**src/hw/rtl/assert_macros.svh**
```systemverilog
// Assertion macros used by the decoder RTL.
// No dependencies; the including module supplies clk and rst_n.
`ifndef ASSERT_MACROS_SVH
`define ASSERT_MACROS_SVH

// Same-cycle implication, checked out of reset.
`define CHD_ASSERT_IMPL(label, ante, cons) \
  label: assert property (@(posedge clk) disable iff (!rst_n) (ante) |-> (cons)) \
    else $error("assertion failed");

// Next-cycle implication, checked out of reset.
`define CHD_ASSERT_NEXT(label, ante, cons) \
  label: assert property (@(posedge clk) disable iff (!rst_n) (ante) |=> (cons)) \
    else $error("assertion failed");

`endif

```
**src/hw/rtl/chd_pkg.sv**
```systemverilog
// Package for the canonical Huffman decoder: payload structs, table entry type, codes.
// No dependencies.
`default_nettype none
package chd_pkg;

  localparam int NumSymbolsDef       = 256;
  localparam int MaxCodeBitsDef      = 32;
  localparam int MaxLengthClassesDef = 32;
  localparam int FlushBits           = 32;

  localparam logic [1:0] FUNC_CLASS  = 2'd0;
  localparam logic [1:0] FUNC_SYMBOL = 2'd1;
  localparam logic [1:0] FUNC_DATA   = 2'd2;

  typedef struct packed {
    logic [1:0]  func;
    logic [7:0]  entry_index;
    logic [5:0]  class_length;
    logic [31:0] class_first_code;
    logic [7:0]  class_rank;
    logic [7:0]  symbol_value;
    logic [31:0] data_word;
    logic        last_word;
    logic [5:0]  last_word_bits;
  } in_t;

  typedef struct packed {
    logic [7:0] symbol;
    logic [5:0] code_length;
    logic       last_of_run;
    logic       end_of_message;
    logic       overrun;
  } out_t;

  typedef struct packed {
    logic [5:0]  length;
    logic [31:0] first_code;
    logic [7:0]  rank;
  } class_entry_t;

endpackage
`default_nettype wire

```
**src/hw/rtl/canonical_huffman_decoder.sv**
```systemverilog
// Canonical Huffman decoder: one shared compare/subtract/shift unit under a small sequencer.
// Load items are written from idle; a data word is accepted, then checked, then each symbol
// takes a class scan (probe and compare per class stepped past), a fetch and a lookup, plus output stalls.
// One item at a time; in_ready is high only while the sequencer is idle.
// Synchronous active-low reset clears window, bit count, num_lengths (to 1) and control.
// Tables have no reset; depends on chd_pkg, chd_tables and assert_macros.svh.
`default_nettype none
`include "assert_macros.svh"
module canonical_huffman_decoder #(
  parameter int NUM_SYMBOLS        = chd_pkg::NumSymbolsDef,
  parameter int MAX_CODE_BITS      = chd_pkg::MaxCodeBitsDef,
  parameter int MAX_LENGTH_CLASSES = chd_pkg::MaxLengthClassesDef
) (
  input  wire                 clk,
  input  wire                 rst_n,
  input  wire                 in_valid,
  output logic                in_ready,
  input  wire  chd_pkg::in_t  in_data,
  output logic                out_valid,
  input  wire                 out_ready,
  output chd_pkg::out_t       out_data,
  input  wire                 psel,
  input  wire                 penable,
  input  wire                 pwrite,
  input  wire  [2:0]          paddr,
  input  wire  [31:0]         pwdata,
  output logic [31:0]         prdata,
  output logic                pready
);
  import chd_pkg::*;

  localparam int ClsAw = (MAX_LENGTH_CLASSES > 1) ? $clog2(MAX_LENGTH_CLASSES) : 1;
  localparam int SymAw = $clog2(NUM_SYMBOLS);

  typedef enum logic [2:0] {
    ST_IDLE, ST_CHECK, ST_PROBE, ST_COMPARE, ST_FETCH, ST_LOOKUP
  } state_t;

  state_t       state_r, state_nxt;
  logic [63:0]  window_r, window_nxt;
  logic [6:0]   held_r, held_nxt;
  logic         last_r, last_nxt;
  logic [ClsAw-1:0] d_r, d_nxt;
  logic [5:0]   len_r, len_nxt;
  logic         idx_ok_r, idx_ok_nxt;
  out_t         out_r, out_nxt;
  logic         out_valid_r, out_valid_nxt;
  logic [5:0]   num_lengths_r, num_lengths_nxt;

  // table ports
  logic             cls_we, sym_we;
  logic [ClsAw-1:0] cls_raddr;
  class_entry_t     cls_rdata, cls_wdata;
  logic [SymAw-1:0] sym_raddr;
  logic [7:0]       sym_rdata;

  chd_tables #(
    .NUM_SYMBOLS       (NUM_SYMBOLS),
    .MAX_LENGTH_CLASSES(MAX_LENGTH_CLASSES)
  ) u_tables (
    .clk      (clk),
    .cls_we   (cls_we),
    .cls_waddr(in_data.entry_index[ClsAw-1:0]),
    .cls_wdata(cls_wdata),
    .cls_raddr(cls_raddr),
    .cls_rdata(cls_rdata),
    .sym_we   (sym_we),
    .sym_waddr(in_data.entry_index[SymAw-1:0]),
    .sym_wdata(in_data.symbol_value),
    .sym_raddr(sym_raddr),
    .sym_rdata(sym_rdata)
  );

  assign cls_wdata = '{length: in_data.class_length, first_code: in_data.class_first_code,
                       rank: in_data.class_rank};

  // APB side: one register, byte lanes ignored, address bit 2 selects beyond the list
  assign pready = 1'b1;
  assign prdata = paddr[2] ? 32'd0 : {26'd0, num_lengths_r};

  // Effective class count: zero acts as one, clamp to table depth
  logic [5:0] cnt;
  always_comb begin
    if (num_lengths_r == 6'd0) begin
      cnt = 6'd1;
    end else if (num_lengths_r > 6'(MAX_LENGTH_CLASSES)) begin
      cnt = 6'(MAX_LENGTH_CLASSES);
    end else begin
      cnt = num_lengths_r;
    end
  end

  logic [31:0] top;
  logic [5:0]  d_ext, d_plus;
  assign top    = window_r[63:32];
  assign d_ext  = 6'(d_r);
  assign d_plus = d_ext + 6'd1;

  // Append path for a data word
  logic [5:0]  add6;
  logic [31:0] word_m;
  logic [5:0]  app_sh;
  always_comb begin
    add6   = 6'd32;
    word_m = in_data.data_word;
    if (in_data.last_word) begin
      add6 = (in_data.last_word_bits > 6'd32) ? 6'd32 : in_data.last_word_bits;
      if (add6 == 6'd0) begin
        word_m = 32'd0;
      end else if (add6 < 6'd32) begin
        word_m = in_data.data_word & ~(32'hFFFF_FFFF >> add6);
      end
    end
    app_sh = 6'd32 - {1'b0, held_r[4:0]};
  end

  // Shared decode unit: clamp length, offset within the class, rank plus offset
  logic [5:0]  cls_len;
  logic [31:0] diff, off;
  logic [7:0]  idx;
  always_comb begin
    cls_len = cls_rdata.length;
    if (cls_len == 6'd0) begin
      cls_len = 6'd1;
    end else if (cls_len > 6'(MAX_CODE_BITS)) begin
      cls_len = 6'(MAX_CODE_BITS);
    end
    diff = top - cls_rdata.first_code;
    off  = diff >> (6'(FlushBits) - cls_len);
    idx  = cls_rdata.rank + off[7:0];
  end

  // Emit side: bits left after this code, and whether the run ends here
  logic [6:0] len7, held_after;
  logic       ovr, run_done;
  always_comb begin
    len7       = 7'(len_r);
    ovr        = len7 > held_r;
    held_after = (len7 >= held_r) ? 7'd0 : held_r - len7;
    run_done   = last_r ? (held_after == 7'd0) : (held_after < 7'(MAX_CODE_BITS));
  end

  always_comb begin
    state_nxt       = state_r;
    window_nxt      = window_r;
    held_nxt        = held_r;
    last_nxt        = last_r;
    d_nxt           = d_r;
    len_nxt         = len_r;
    idx_ok_nxt      = idx_ok_r;
    out_nxt         = out_r;
    out_valid_nxt   = out_valid_r & ~out_ready;
    num_lengths_nxt = num_lengths_r;
    cls_we          = 1'b0;
    sym_we          = 1'b0;
    cls_raddr       = d_r;
    sym_raddr       = idx[SymAw-1:0];

    if (psel && penable && pwrite && !paddr[2]) begin
      num_lengths_nxt = pwdata[5:0];
    end

    case (state_r)
      ST_IDLE: begin
        if (in_valid) begin
          case (in_data.func)
            FUNC_CLASS: begin
              cls_we = {1'b0, in_data.entry_index} < 9'(MAX_LENGTH_CLASSES);
            end
            FUNC_SYMBOL: begin
              sym_we = {1'b0, in_data.entry_index} < 9'(NUM_SYMBOLS);
            end
            FUNC_DATA: begin
              // append left-aligned below the held bits
              window_nxt = window_r | ({32'd0, word_m} << app_sh);
              held_nxt   = held_r + {1'b0, add6};
              last_nxt   = in_data.last_word;
              state_nxt  = ST_CHECK;
            end
            default: ;
          endcase
        end
      end
      ST_CHECK: begin
        if (last_r ? (held_r == 7'd0) : (held_r < 7'(MAX_CODE_BITS))) begin
          if (last_r) begin
            window_nxt = '0;
            held_nxt   = '0;
          end
          state_nxt = ST_IDLE;
        end else begin
          d_nxt     = '0;
          state_nxt = ST_PROBE;
        end
      end
      ST_PROBE: begin
        // read the next class if there is one, else the current class
        if (d_plus < cnt) begin
          cls_raddr = d_plus[ClsAw-1:0];
          state_nxt = ST_COMPARE;
        end else begin
          state_nxt = ST_FETCH;
        end
      end
      ST_COMPARE: begin
        if (top >= cls_rdata.first_code) begin
          d_nxt     = d_plus[ClsAw-1:0];
          state_nxt = ST_PROBE;
        end else begin
          state_nxt = ST_FETCH;
        end
      end
      ST_FETCH: begin
        len_nxt    = cls_len;
        idx_ok_nxt = {1'b0, idx} < 9'(NUM_SYMBOLS);
        state_nxt  = ST_LOOKUP;
      end
      ST_LOOKUP: begin
        // hold until the output register frees up
        if (!out_valid_r || out_ready) begin
          out_nxt.symbol         = idx_ok_r ? sym_rdata : 8'd0;
          out_nxt.code_length    = len_r;
          out_nxt.last_of_run    = run_done;
          out_nxt.end_of_message = run_done & last_r;
          out_nxt.overrun        = ovr;
          out_valid_nxt          = 1'b1;
          window_nxt             = window_r << len_r;
          held_nxt               = held_after;
          d_nxt                  = '0;
          if (run_done) begin
            if (last_r) begin
              window_nxt = '0;
              held_nxt   = '0;
            end
            state_nxt = ST_IDLE;
          end else begin
            state_nxt = ST_PROBE;
          end
        end
      end
      default: state_nxt = ST_IDLE;
    endcase
  end

  assign in_ready  = (state_r == ST_IDLE);
  assign out_valid = out_valid_r;
  assign out_data  = out_r;

  always_ff @(posedge clk) begin
    if (!rst_n) begin
      state_r       <= ST_IDLE;
      window_r      <= '0;
      held_r        <= '0;
      last_r        <= 1'b0;
      d_r           <= '0;
      out_valid_r   <= 1'b0;
      num_lengths_r <= 6'd1;
    end else begin
      state_r       <= state_nxt;
      window_r      <= window_nxt;
      held_r        <= held_nxt;
      last_r        <= last_nxt;
      d_r           <= d_nxt;
      out_valid_r   <= out_valid_nxt;
      num_lengths_r <= num_lengths_nxt;
    end
    len_r    <= len_nxt;
    idx_ok_r <= idx_ok_nxt;
    out_r    <= out_nxt;
  end

  // Idle always leaves less than a full code in the window
  `CHD_ASSERT_IMPL(a_idle_held, state_r == ST_IDLE, held_r < 7'(MAX_CODE_BITS))
  // Class scan never walks past the loaded classes
  `CHD_ASSERT_IMPL(a_scan_bound, state_r == ST_PROBE || state_r == ST_COMPARE, d_ext < cnt)
  // A pending result is not overwritten while stalled
  `CHD_ASSERT_NEXT(a_out_hold, out_valid_r && !out_ready, out_valid_r && $stable(out_r))

endmodule
`default_nettype wire

```
**src/hw/rtl/chd_tables.sv**
```systemverilog
// Class table and rank-to-symbol table, each one write port and one registered read.
// Depends on chd_pkg.
`default_nettype none
module chd_tables #(
  parameter int NUM_SYMBOLS        = chd_pkg::NumSymbolsDef,
  parameter int MAX_LENGTH_CLASSES = chd_pkg::MaxLengthClassesDef,
  localparam int ClsAw = (MAX_LENGTH_CLASSES > 1) ? $clog2(MAX_LENGTH_CLASSES) : 1,
  localparam int SymAw = $clog2(NUM_SYMBOLS)
) (
  input  wire                        clk,
  input  wire                        cls_we,
  input  wire  [ClsAw-1:0]           cls_waddr,
  input  wire  chd_pkg::class_entry_t cls_wdata,
  input  wire  [ClsAw-1:0]           cls_raddr,
  output chd_pkg::class_entry_t      cls_rdata,
  input  wire                        sym_we,
  input  wire  [SymAw-1:0]           sym_waddr,
  input  wire  [7:0]                 sym_wdata,
  input  wire  [SymAw-1:0]           sym_raddr,
  output logic [7:0]                 sym_rdata
);
  import chd_pkg::*;

  class_entry_t cls_mem [MAX_LENGTH_CLASSES];
  logic [7:0]   sym_mem [NUM_SYMBOLS];

  always_ff @(posedge clk) begin
    if (cls_we) begin
      cls_mem[cls_waddr] <= cls_wdata;
    end
    cls_rdata <= cls_mem[cls_raddr];
  end

  always_ff @(posedge clk) begin
    if (sym_we) begin
      sym_mem[sym_waddr] <= sym_wdata;
    end
    sym_rdata <= sym_mem[sym_raddr];
  end

endmodule
`default_nettype wire

```
**config.mk**
```make
export PLATFORM = sky130hd
export DESIGN_NAME = canonical_huffman_decoder
export DESIGN_NICKNAME = d
export VERILOG_FILES = /design/src/hw/rtl/chd_pkg.sv /design/src/hw/rtl/canonical_huffman_decoder.sv /design/src/hw/rtl/chd_tables.sv
export VERILOG_INCLUDE_DIRS = /design/src /design/src/hw/rtl
export SDC_FILE = /design/constraint.sdc
export NUM_CORES = 2
export LEC_CHECK = 0
export BUFFER_PORTS_ARGS = -buffer_cell sky130_fd_sc_hd__buf_2
export CELL_PAD_IN_SITES_DETAIL_PLACEMENT = 1
export CELL_PAD_IN_SITES_GLOBAL_PLACEMENT = 1
export CORE_MARGIN = 2
export CORE_UTILIZATION = 59
export CTS_CLUSTER_SIZE = 25
export DETAILED_ROUTE_END_ITERATION = 16
export GPL_ROUTABILITY_DRIVEN = 0
export PLACE_DENSITY_LB_ADDON = 0.1
export RECOVER_POWER = 100
export SYNTH_ARGS = -nofsm -noshare
export SYNTH_HDL_FRONTEND = slang
export SYNTH_SLANG_ARGS = --single-unit
```
**constraint.sdc**
```tcl
create_clock -name clk -period 11.36 [get_ports clk]
set_clock_uncertainty 0.1 [all_clocks]
set_input_delay 1.136 -clock clk [delete_from_list [all_inputs] [get_ports clk]]
set_output_delay 1.136 -clock clk [all_outputs]
set_load 0.005 [all_outputs]
```
==> metrics.txt <==
Die X=524.9 um; Final Critical Period=9.775 ns; die height=524.9 um; core area=270300 um^2; DP Worst Slack=2.799 ns; hold buffer count at CTS=0; normalized max-slew margin=-4.449; synth top area cells=edfxtp_1 66%, mux4_2 10%, mux2i_1 3.6%; status=finished with violations; GR Overflow Total=0; final hold vios=0; later-pin clock latency in the skew report=0.98 ns; Cells after Synth=10026; Routed WL=487.4 mm; final core utilization=0.6516; CTS max path bufs=4; Design Power=30.24 mW; Post-CTS Setup Inserts=0; Synth Cell Area=160100 um^2; post-route worst setup slack=1.585 ns; nets=10218; Clk pin slew, worst setup/hold paths=0.07 ns; dpl cells=13207; max_cap viols=96; Yosys cell types=101; Critical Path AT=10.40 ns; crit start category=register; HPWL Detailed=279.4 mm; drt pass-1 iters=5; commonest non-fill, non-tap cell in the layout=edfxtp_1; violated checks=capacitance limit, slew limit; CTS H-tree depth=5; RSZ-0062 raised after global routing=false; gr usage total=0.3506; DRT antenna net count=0; vias in the first global route=100818; Leak Pwr=55.45 nW; Syn-to-layout area delta=10.02%; post-route insts no fill=13902; DP Area=164600 um^2; DRT iter0 DRCs=11647; sequential area share after synthesis=0.6823; num rows=191; Setup Crit Path Kind=reg2reg; Synth Area per Inst=15.97 um^2; max frequency=0.1023 GHz; clk sinks=3684; kind of end point of the critical path=register; initial antenna violation count=20; first-pass GRT wire length=706.0 mm; CTS tree=done; Pins Over Slew Limit=4004; Buffers on Ports=141; Via Count=97165; Fin Setup TNS=0 ns; final count of negative-setup-slack endpoints=0; CTS buffer count=370; largest net degree at the start of global routing=162; Slew @ Worst Pin=8.173 ns; drt drc=0; CTS resizes=0; worst-case vdd ir drop=0.1643 mV; PD cells=171.7 nW/um^2; most frequent cells in the layout=3543 x edfxtp_1, 785 x nand2_1, 746 x mux4_2; Post-Layout Inst Area=176100 um^2; fraction of layout cells with a size suffix above 1=0.1820; Most used DFF post-synth=edfxtp_1; Routed wire per std cell=35.06 um; # fillers=23265; post-synth top area cell=edfxtp_1; I/O pin total=197; routed vias/inst=6.989; hold_ws=0.3246 ns; synthesized flop and latch total=3684; Die Area=275500 um^2; Initial Util=0.5922; Root Buffer=clkbuf_16; worst-path fanout max=126; Yosys Warn Count=0; CP required=11.99 ns; Synth top area share=0.6646; min-delay worst type=reg2reg; fin crit share=0.8605; Post-synth EDFFs=3543; Async SR Flop Fraction=0
[kinds of logic (layout without fill, tap and decap cells)]
family,Yosys count,after routing,synth area share
buffers and inverters,832,1102,0.02110
AOI/OAI and AO/OA,1605,1605,0.06924
and+or+nand+nor,2245,2245,0.06270
DFF,3684,3684,0.6823
other,2,38,0.00004692
xor gates and xnor gates,56,56,0.003228
muxes,1538,1538,0.1562
adders and majority gates,64,64,0.005190
[layout make-up]
class                      instances  area (um^2)  share of cell area
antenna                           11        27.53           0.0001563
clock buffer                     472         9794             0.05561
sequential                      3684       109200              0.6202
tap                             3570         4467             0.02536
clock inverter                   212         2328             0.01322
multi-input combinational       5535        47900              0.2720
timing repair buffer             327         2031             0.01153
inverter                          91        341.6            0.001940
[report_power, final]
part           total, mW  internal (mW)  leakage (nW)  switching [mW]
Clock               12.4           7.05          5.91            5.39
Combinational       2.77           1.03          16.5            1.74
Sequential          15.0           15.0          33.0          0.0802
Total               30.2           23.0          55.5            7.21
[metal layers]
metal	wire [um]	GRT usage
met1	181400	0.4606
met2	244200	0.5886
met3	37530	0.04538
met4	24140	0.1591
met5	63	0
[flip-flops by register name, summed over array words and instances, names as in the netlist]
register and cells:
d_r 5, held_r 7, last_r 1, len_r 6, num_lengths_r 6, out_data 17
out_valid 1, state_r 3, u_tables.cls_mem 1472, u_tables.cls_rdata 46, u_tables.sym_mem 2048, u_tables.sym_rdata 8
window_r 64
[critical path, stage by stage (launching register included)]
cell	delay [ns]
dfxtp_4	0.90
buf_12	0.62
and3_1	0.39
and3_1	0.19
ha_1	0.17
inv_1	0.07
o31ai_1	0.65
buf_12	0.54
or3_1	0.22
mux2i_1	0.07
a21oi_1	2.17
clkbuf_1	2.22
a31oi_1	0.11
nor3_1	1.06
[final timing paths]
kind | end | cells after the start | slack, ns | start
worst min register to register | out_data[11] | 0 | 0.32 | u_tables.sym_rdata[2]
worst max register to register | u_tables.cls_rdata[45] | 13 | 1.58 | d_r[1]
worst min-delay path | out_data[11] | 0 | 0.32 | u_tables.sym_rdata[2]
worst max-delay path | u_tables.cls_rdata[45] | 13 | 1.58 | d_r[1]
[synth_stat cells (all sizes together) (167+ instances only)]
master,n
o21ai,207
nor2,667
clkbuf,529
o22ai,167
mux4,746
mux2i,568
nand2,800
a211oi,259
buf,212
nor3,233
edfxtp,3543
mux2,224
nor2b,205
a21oi,408
Power figures use the tool's default switching activity.
